File: config.mk
export PLATFORM = sky130hd
export DESIGN_NAME = http_message_length_finder_core
export DESIGN_NICKNAME = d
export VERILOG_FILES = /design/src/rtl/core/hmlf_pkg.sv /design/src/rtl/core/http_message_length_finder_core.sv /design/src/rtl/core/hmlf_scan.sv
export SDC_FILE = /design/constraint.sdc
export NUM_CORES = 1
export LEC_CHECK = 0
export ABC_AREA = 1
export BUFFER_PORTS_ARGS = -buffer_cell sky130_fd_sc_hd__buf_2
export CAP_MARGIN = 15
export CORE_MARGIN = 1.5
export CORE_UTILIZATION = 31
export CTS_CLUSTER_SIZE = 24
export DETAILED_ROUTE_END_ITERATION = 6
export MAX_ROUTING_LAYER = met4
export PLACE_DENSITY = 0.56
export SLEW_MARGIN = 20
export SYNTH_ARGS = -nofsm -noshare
export SYNTH_HDL_FRONTEND = slang
export SYNTH_HIERARCHICAL = 1
export SYNTH_SLANG_ARGS = --single-unit
File: constraint.sdc
create_clock -name clock -period 6.1 [get_ports clock]
set_input_delay 0.61 -clock clock [delete_from_list [all_inputs] [get_ports clock]]
set_output_delay 0.61 -clock clock [all_outputs]
set_load 0.1 [all_outputs]
File: src/rtl/core/hmlf_pkg.sv
package hmlf_pkg;

   // longest header in bytes, sets the width of the byte counter
   localparam int unsigned HEADER_MAX = 65535;
   localparam int unsigned COUNT_WIDTH = $clog2(HEADER_MAX + 1);

   localparam int unsigned FIELD_LEN = 18;
   localparam int unsigned STAGE_WIDTH = 5;

   localparam logic [7:0] CHAR_CR = 8'h0D;
   localparam logic [7:0] CHAR_LF = 8'h0A;

   localparam logic [1:0] STATUS_CONTENT     = 2'd0;
   localparam logic [1:0] STATUS_HEADER_ONLY = 2'd1;
   localparam logic [1:0] STATUS_NO_END      = 2'd2;
   localparam logic [1:0] STATUS_BAD_VALUE   = 2'd3;

   typedef struct packed {
      logic        emit;
      logic [31:0] total_length;
      logic [1:0]  status;
   } scan_result_type;

   // "\r\nContent-Length: "
   function automatic logic [7:0] field_char(input logic [STAGE_WIDTH-1:0] idx);
      logic [7:0] ch;
      begin
         case (idx)
            5'd0:    ch = CHAR_CR;
            5'd1:    ch = CHAR_LF;
            5'd2:    ch = "C";
            5'd3:    ch = "o";
            5'd4:    ch = "n";
            5'd5:    ch = "t";
            5'd6:    ch = "e";
            5'd7:    ch = "n";
            5'd8:    ch = "t";
            5'd9:    ch = "-";
            5'd10:   ch = "L";
            5'd11:   ch = "e";
            5'd12:   ch = "n";
            5'd13:   ch = "g";
            5'd14:   ch = "t";
            5'd15:   ch = "h";
            5'd16:   ch = ":";
            5'd17:   ch = " ";
            default: ch = 8'h00;
         endcase
         return ch;
      end
   endfunction

endpackage

File: src/rtl/core/http_message_length_finder_core.sv
// channel   direction  handshake            payload
// req_      in         req_valid/req_stall  req_data_byte[7:0], req_last_byte
// rsp_      out        rsp_valid/rsp_stall  rsp_total_length[31:0], rsp_status[1:0]
//
// One byte per cycle while no waiting result stalls the input; the per-byte
// match and count state loop closes through the scan registers.
// An accepted byte is held in the input register until the scan steps on it;
// a result it produces is then registered in the output register (rsp_valid).
// Reset (synchronous) empties both registers and clears all message state.
// A waiting result stalls only a byte that would produce another result.
module http_message_length_finder_core (
   input  logic        clock,
   input  logic        reset,
   input  logic        req_valid,
   output logic        req_stall,
   input  logic [7:0]  req_data_byte,
   input  logic        req_last_byte,
   output logic        rsp_valid,
   input  logic        rsp_stall,
   output logic [31:0] rsp_total_length,
   output logic [1:0]  rsp_status
);

   logic        in_valid_ff, in_valid_in;
   logic [7:0]  in_data_ff;
   logic        in_last_ff;
   logic        rsp_valid_ff, rsp_valid_in;
   logic [31:0] rsp_total_ff;
   logic [1:0]  rsp_status_ff;

   logic        step;
   logic        req_take;
   hmlf_pkg::scan_result_type result;

   hmlf_scan u_scan (
      .clock     (clock),
      .reset     (reset),
      .step      (step),
      .data_byte (in_data_ff),
      .last_byte (in_last_ff),
      .result    (result)
   );

   assign step      = in_valid_ff && (!rsp_valid_ff || !rsp_stall || !result.emit);
   assign req_stall = in_valid_ff && !step;
   assign req_take  = req_valid && !req_stall;

   always_comb begin
      in_valid_in = in_valid_ff;
      if (req_take) begin
         in_valid_in = 1'b1;
      end else if (step) begin
         in_valid_in = 1'b0;
      end

      rsp_valid_in = rsp_valid_ff;
      if (step && result.emit) begin
         rsp_valid_in = 1'b1;
      end else if (rsp_valid_ff && !rsp_stall) begin
         rsp_valid_in = 1'b0;
      end
   end

   always_ff @(posedge clock) begin
      if (reset) begin
         in_valid_ff  <= 1'b0;
         rsp_valid_ff <= 1'b0;
      end else begin
         in_valid_ff  <= in_valid_in;
         rsp_valid_ff <= rsp_valid_in;
      end
   end

   always_ff @(posedge clock) begin
      if (req_take) begin
         in_data_ff <= req_data_byte;
         in_last_ff <= req_last_byte;
      end
      if (step && result.emit) begin
         rsp_total_ff  <= result.total_length;
         rsp_status_ff <= result.status;
      end
   end

   assign rsp_valid        = rsp_valid_ff;
   assign rsp_total_length = rsp_total_ff;
   assign rsp_status       = rsp_status_ff;

   a_error_zero: assert property (@(posedge clock) disable iff (reset)
      (rsp_valid_ff && (rsp_status_ff == hmlf_pkg::STATUS_NO_END ||
                        rsp_status_ff == hmlf_pkg::STATUS_BAD_VALUE))
      |-> (rsp_total_ff == 32'd0))
      else $error("error status with nonzero length");

   a_stall_cause: assert property (@(posedge clock) disable iff (reset)
      req_stall |-> (in_valid_ff && rsp_valid_ff && rsp_stall && result.emit))
      else $error("input stalled without a blocked result");

   a_result_lands: assert property (@(posedge clock) disable iff (reset)
      (step && result.emit) |=> rsp_valid_ff)
      else $error("result not captured");

endmodule

File: src/rtl/core/hmlf_scan.sv
module hmlf_scan (
   input  logic                      clock,
   input  logic                      reset,
   input  logic                      step,
   input  logic [7:0]                data_byte,
   input  logic                      last_byte,
   output hmlf_pkg::scan_result_type result
);

   localparam int unsigned CW = hmlf_pkg::COUNT_WIDTH;
   localparam int unsigned SW = hmlf_pkg::STAGE_WIDTH;

   // field stage once the pattern has matched
   localparam logic [SW-1:0] STAGE_NOSIGN  = SW'(hmlf_pkg::FIELD_LEN);
   localparam logic [SW-1:0] STAGE_SIGNED  = SW'(hmlf_pkg::FIELD_LEN + 1);
   localparam logic [SW-1:0] STAGE_VALID   = SW'(hmlf_pkg::FIELD_LEN + 2);
   localparam logic [SW-1:0] STAGE_INVALID = SW'(hmlf_pkg::FIELD_LEN + 3);

   localparam logic [1:0] PHASE_NONE   = 2'd0;
   localparam logic [1:0] PHASE_BEFORE = 2'd1;
   localparam logic [1:0] PHASE_DIGITS = 2'd2;
   localparam logic [1:0] PHASE_DONE   = 2'd3;

   logic [CW-1:0] header_count_ff, header_count_in;
   logic [1:0]    end_stage_ff, end_stage_in;
   logic [SW-1:0] field_stage_ff, field_stage_in;
   logic [1:0]    value_phase_ff, value_phase_in;
   logic [31:0]   content_value_ff, content_value_in;
   logic          message_done_ff, message_done_in;

   logic [CW-1:0] count;
   logic          is_digit;
   logic          is_blank;
   logic [SW-1:0] field_next;
   logic          end_hit;
   logic [35:0]   times_ten;
   logic [32:0]   sum;

   always_comb begin
      header_count_in  = header_count_ff;
      end_stage_in     = end_stage_ff;
      field_stage_in   = field_stage_ff;
      value_phase_in   = value_phase_ff;
      content_value_in = content_value_ff;
      message_done_in  = message_done_ff;
      result           = '0;

      count     = header_count_ff + CW'(1);
      is_digit  = (data_byte >= "0") && (data_byte <= "9");
      is_blank  = (data_byte == 8'h20) || (data_byte == 8'h09);
      times_ten = ({4'b0, content_value_ff} << 3) + ({4'b0, content_value_ff} << 1)
                  + 36'(data_byte[3:0]);
      field_next = '0;
      end_hit    = 1'b0;
      sum        = '0;

      if (!message_done_ff) begin
         header_count_in = count;

         if (value_phase_ff == PHASE_NONE) begin
            if (data_byte == hmlf_pkg::field_char(field_stage_ff)) begin
               field_next = field_stage_ff + SW'(1);
            end else begin
               field_next = (data_byte == hmlf_pkg::CHAR_CR) ? SW'(1) : SW'(0);
            end
            if (field_next == STAGE_NOSIGN) begin
               value_phase_in   = PHASE_BEFORE;
               content_value_in = '0;
            end
            field_stage_in = field_next;
         end else if (value_phase_ff == PHASE_BEFORE) begin
            if (is_digit) begin
               content_value_in = 32'(data_byte[3:0]);
               value_phase_in   = PHASE_DIGITS;
            end else if (field_stage_ff == STAGE_NOSIGN && is_blank) begin
               field_stage_in = field_stage_ff;
            end else if (field_stage_ff == STAGE_NOSIGN && data_byte == "+") begin
               field_stage_in = STAGE_SIGNED;
            end else begin
               field_stage_in = STAGE_INVALID;
               value_phase_in = PHASE_DONE;
            end
         end else if (value_phase_ff == PHASE_DIGITS) begin
            if (is_digit) begin
               content_value_in = (times_ten[35:32] != 4'd0) ? '1 : times_ten[31:0];
            end else begin
               field_stage_in = STAGE_VALID;
               value_phase_in = PHASE_DONE;
            end
         end

         // CR LF CR LF; the 2-bit stage wraps to zero on a full match
         if (data_byte == (end_stage_ff[0] ? hmlf_pkg::CHAR_LF : hmlf_pkg::CHAR_CR)) begin
            end_hit      = (end_stage_ff == 2'd3);
            end_stage_in = end_stage_ff + 2'd1;
         end else begin
            end_stage_in = (data_byte == hmlf_pkg::CHAR_CR) ? 2'd1 : 2'd0;
         end

         sum = {1'b0, content_value_in} + 33'(count);

         if (end_hit) begin
            result.emit     = 1'b1;
            message_done_in = 1'b1;
            if (value_phase_in == PHASE_NONE) begin
               result.total_length = 32'(count);
               result.status       = hmlf_pkg::STATUS_HEADER_ONLY;
            end else if (value_phase_in == PHASE_DIGITS ||
                         (value_phase_in == PHASE_DONE && field_stage_in == STAGE_VALID)) begin
               result.total_length = sum[32] ? '1 : sum[31:0];
               result.status       = hmlf_pkg::STATUS_CONTENT;
            end else begin
               result.status = hmlf_pkg::STATUS_BAD_VALUE;
            end
         end else if (data_byte == 8'h00 || last_byte ||
                      count >= CW'(hmlf_pkg::HEADER_MAX)) begin
            result.emit     = 1'b1;
            result.status   = hmlf_pkg::STATUS_NO_END;
            message_done_in = 1'b1;
         end
      end

      if (last_byte) begin
         header_count_in  = '0;
         end_stage_in     = '0;
         field_stage_in   = '0;
         value_phase_in   = PHASE_NONE;
         content_value_in = '0;
         message_done_in  = 1'b0;
      end
   end

   always_ff @(posedge clock) begin
      if (reset) begin
         header_count_ff  <= '0;
         end_stage_ff     <= '0;
         field_stage_ff   <= '0;
         value_phase_ff   <= PHASE_NONE;
         content_value_ff <= '0;
         message_done_ff  <= 1'b0;
      end else if (step) begin
         header_count_ff  <= header_count_in;
         end_stage_ff     <= end_stage_in;
         field_stage_ff   <= field_stage_in;
         value_phase_ff   <= value_phase_in;
         content_value_ff <= content_value_in;
         message_done_ff  <= message_done_in;
      end
   end

   a_phase_stage: assert property (@(posedge clock) disable iff (reset)
      (value_phase_ff == PHASE_NONE) |-> (field_stage_ff < STAGE_NOSIGN))
      else $error("field stage past pattern with no field seen");

   a_count_bound: assert property (@(posedge clock) disable iff (reset)
      !message_done_ff |-> (header_count_ff < CW'(hmlf_pkg::HEADER_MAX)))
      else $error("header count reached limit without a result");

   a_one_result: assert property (@(posedge clock) disable iff (reset)
      (step && result.emit && !last_byte) |=> message_done_ff)
      else $error("result given but message not closed");

endmodule
==> results.cfg <==
[logic_synthesis]
synth-adder-area-share = 0.118
synth_fp_nets = 1656
dominant_cell_by_count_in_the_synthesized_netlist = nand2_1
synth_seq_area_share = 0.256
synth-compound-area-share = 0.157
synth_top_family_by_area = simple AND/OR/NAND/NOR gates
netlist.top_cell.by_area = nand2_1
dominantRegCellSynth = dfxtp_1
synth.ff_latch_count = 110
ys_async_sr_fraction = 0
ys_top_cells_by_area = nand2_1 18%, dfxtp_1 13%, edfxtp_1 13%
post_syn_area_mm2 = 0.0103
yosysWarnings = 6
synthSimpleGateAreaFrac = 0.325
muxShareOfSynthArea = 0
synth_xor_area_frac = 0.0520
netlist-cell-type-count = 55
synthesis.instances = 1548
netlist_top_cells_count = 506 x nand2_1, 172 x inv_1, 125 x a21oi_1, 92 x ha_1, 76 x nand3_1
netlist.area_leader.share = 0.185
avgSynthCellArea_um2 = 6.64
synth-edff-count = 43

[place]
dp.final_hpwl_mm = 22.8
portBuffers = 48
gpl.final_weighted_congestion = 0.917

[sta]
measured_slew_at_the_worst_slew_check_pin_ns = 0.958
fin_worst_hold_slack_ns = 0.412
finalHoldViolCount = 0
fmax_mhz = 179
period_needed_ns = 5.60
unrepaired_setup_endpoints_after_global_routing = no
fin_crit_sh = 0.917
clock_skew_ns = 0.00748
worst_slew_margin_rel = 0.359
setup_tns_final_ns = 0
drv_slew = 0
setup_viol = 0

[global_route]
grt_antenna_before_repair = 0
number_of_global_route_vias_before_repair = 9382
grt_start_max_net_pins = 56
grt_util_all_layers = 0.178
grt_pass1_wl_mm = 47.3
global_route.overflow_total = 0

[floorplan]
die-height_um = 185
core.rowCount = 66
dieArea_mm2 = 0.0342
design.portCount = 49
die_x_um = 185
floorplan.core_area_mm2 = 0.0325
initial_core_util = 0.316

[pwr]
max-vdd-ir-drop_mv = 0.128
power_density_mw_per_mm2 = 136
power.static_leakage_nw = 5.54

[clock_network]
tritoncts = built
path_clk_slew_ns = 0.08
number_of_clock_sinks = 110
clock_latency_ns = 0.37
clockBufferDepth = 2
cts.htree.levels = 3
cts_buffers = 9
clock-root-buffer = clkbuf_16

[detailed_routing]
ant_nets = 0
wire_per_inst_um = 14.3
dr_total_vias = 9852
drtIter0Drc = 659
drt-pass1-iter-count = 7
drcViolationCount = 3
viasPerCell = 4.83
routed_wirelength_mm = 29.1

[worst_setup_path]
crit_path_start_kind = flip-flop
worst_ep_required_time_ns = 6.23
cpPeakStageDelay_ns = 0.53
crit_buf_inv = 3
critical_path.startpoint = in_data_ff[3]
cp_slowest_cell = fa_1
crit_fanout = 6
critical_path_arrival_ns = 5.72
path_common_cell = nand2_1
critPathCaptureType = flip-flop
worst_r2r_path_depth = 35
crit-reg2reg-launch = in_data_ff[3]
critical_path_depth = 35
critPathKind = flip-flop to flip-flop
critPathTopFamily = simple AND/OR/NAND/NOR gates

[job]
drv_cap = 0

[finish]
finish.utilization = 0.353
layout_cells_sized_above_1 = 0.127
synthToLayoutAreaGrowth_pct = 12.0
nets_final = 1702
diodes = 0

[run_status]
status = finished with violations
violations_in_the_final_reports = design-rule violations

[worst_hold_path]
timing.hold.worst.class = input pin to flip-flop
hold_path.startpoint = req_data_byte[7]
holdPathStages = 1
cell usage in the layout, fill, tap and decap left out, types with 3 or more instances in the layout:
| master | count |
|---|---|
| a21oi_2 | 11 |
| o21ai_1 | 22 |
| nand3b_1 | 9 |
| nand2_1 | 497 |
| nor2_2 | 10 |
| nand3_1 | 74 |
| o21ai_0 | 74 |
| clkbuf_16 | 9 |
| xnor2_1 | 19 |
| nand4_1 | 17 |
| nor3_1 | 16 |
| ha_1 | 91 |
| nand2_2 | 28 |
| a31oi_1 | 8 |
| a21oi_1 | 125 |
| o21bai_1 | 6 |
| a21o_1 | 3 |
| edfxtp_1 | 43 |
| clkinv_1 | 3 |
| buf_4 | 28 |
| inv_1 | 172 |
| dfxtp_1 | 67 |
| o22ai_1 | 6 |
| or2_2 | 4 |
| nor2_1 | 68 |
| nand3_2 | 5 |
| inv_2 | 18 |
| nand3_4 | 3 |
| o211ai_1 | 11 |
| nor2_4 | 9 |
| xor2_1 | 42 |
| nand2_4 | 7 |
| buf_2 | 48 |
| a22oi_1 | 4 |
| o21a_1 | 5 |
stage by stage:
| step | std cells | setup WS (ns) | total power, W | cell area (um^2) |
|---|---|---|---|---|
| finish | 2041 | 0.504 | 0.00157 | 11500 |
| CTS | 2031 | 0.0694 | 0.00158 | 11300 |
| global placement | 2015 | 0.199 | 0.000938 | 11000 |
| detailed placement | 2015 | 0.107 | 0.000938 | 11000 |
| floorplan | 1548 | 0.597 | 0.000905 | 10300 |
| global route | 2041 | 0.0175 | 0.00161 | 11500 |
power breakdown:
part | switching [W] | internal, W
Sequential | 0.00000790 | 0.000775
Clock | 0.000300 | 0.000346
Combinational | 0.000118 | 0.0000206
Total | 0.000426 | 0.00114
cells by family (layout without fill, tap and decap cells):
family	Yosys count	after routing
AO/OA/AOI/OAI	288	288
XOR/XNOR	61	61
adder cells (fa/ha/maj)	95	95
buffers and inverters	237	287
flip-flops	110	110
AND/OR/NAND/NOR	757	758
routing by layer:
layer | GRT usage | part of all wire
met4 | 0.0283 | 0.0070
met3 | 0.0214 | 0.033
met1 | 0.230 | 0.48
met5 | - | 0
met2 | 0.302 | 0.48
worst register-to-register path: cells and delay by family (launching register included):
kind | cells | cell delay (ns)
AND/OR/NAND/NOR | 19 | 1.80
AO/OA/AOI/OAI | 10 | 1.61
adder cells (fa/ha/maj) | 3 | 1.34
flip-flops | 1 | 0.44
buffers and inverters | 3 | 0.16
final timing paths:
path / endpoint / slack, ns
setup / recovery: rsp_total_length[31] / 0.50
hold / removal: in_data_ff[7] / 0.41
setup reg to reg: rsp_total_length[31] / 0.50
hold reg to reg: u_scan/header_count_ff[11] / 0.47
sequential cells by signal (all words and copies together), names as in the netlist, named ones only:
signal	cells
u_scan/content_value_ff	32
u_scan/value_phase_ff	2
u_scan/end_stage_ff	2
rsp_valid	1
u_scan/field_stage_ff	5
in_valid_ff	1
u_scan/header_count_ff	16
in_data_ff	8
in_last_ff	1
rsp_status	2
rsp_total_length	32
u_scan/message_done_ff	1
area by class of cell:
type	instances	area [um^2]
Clock inverter	5	65.1
Multi-Input combinational cell	1202	6800
Sequential cell	110	2630
Tap cell	442	553
Fill cell	3580	21000
Inverter	194	729
Timing Repair Buffer	77	470
Clock buffer	11	253
timing repair:
action,CTS,global route
setup buffers,0,9
hold buffers,0,0
resized for setup,0,23
endpoints found under the setup margin,0,32
Note: power is estimated with default switching activity, not from simulation.
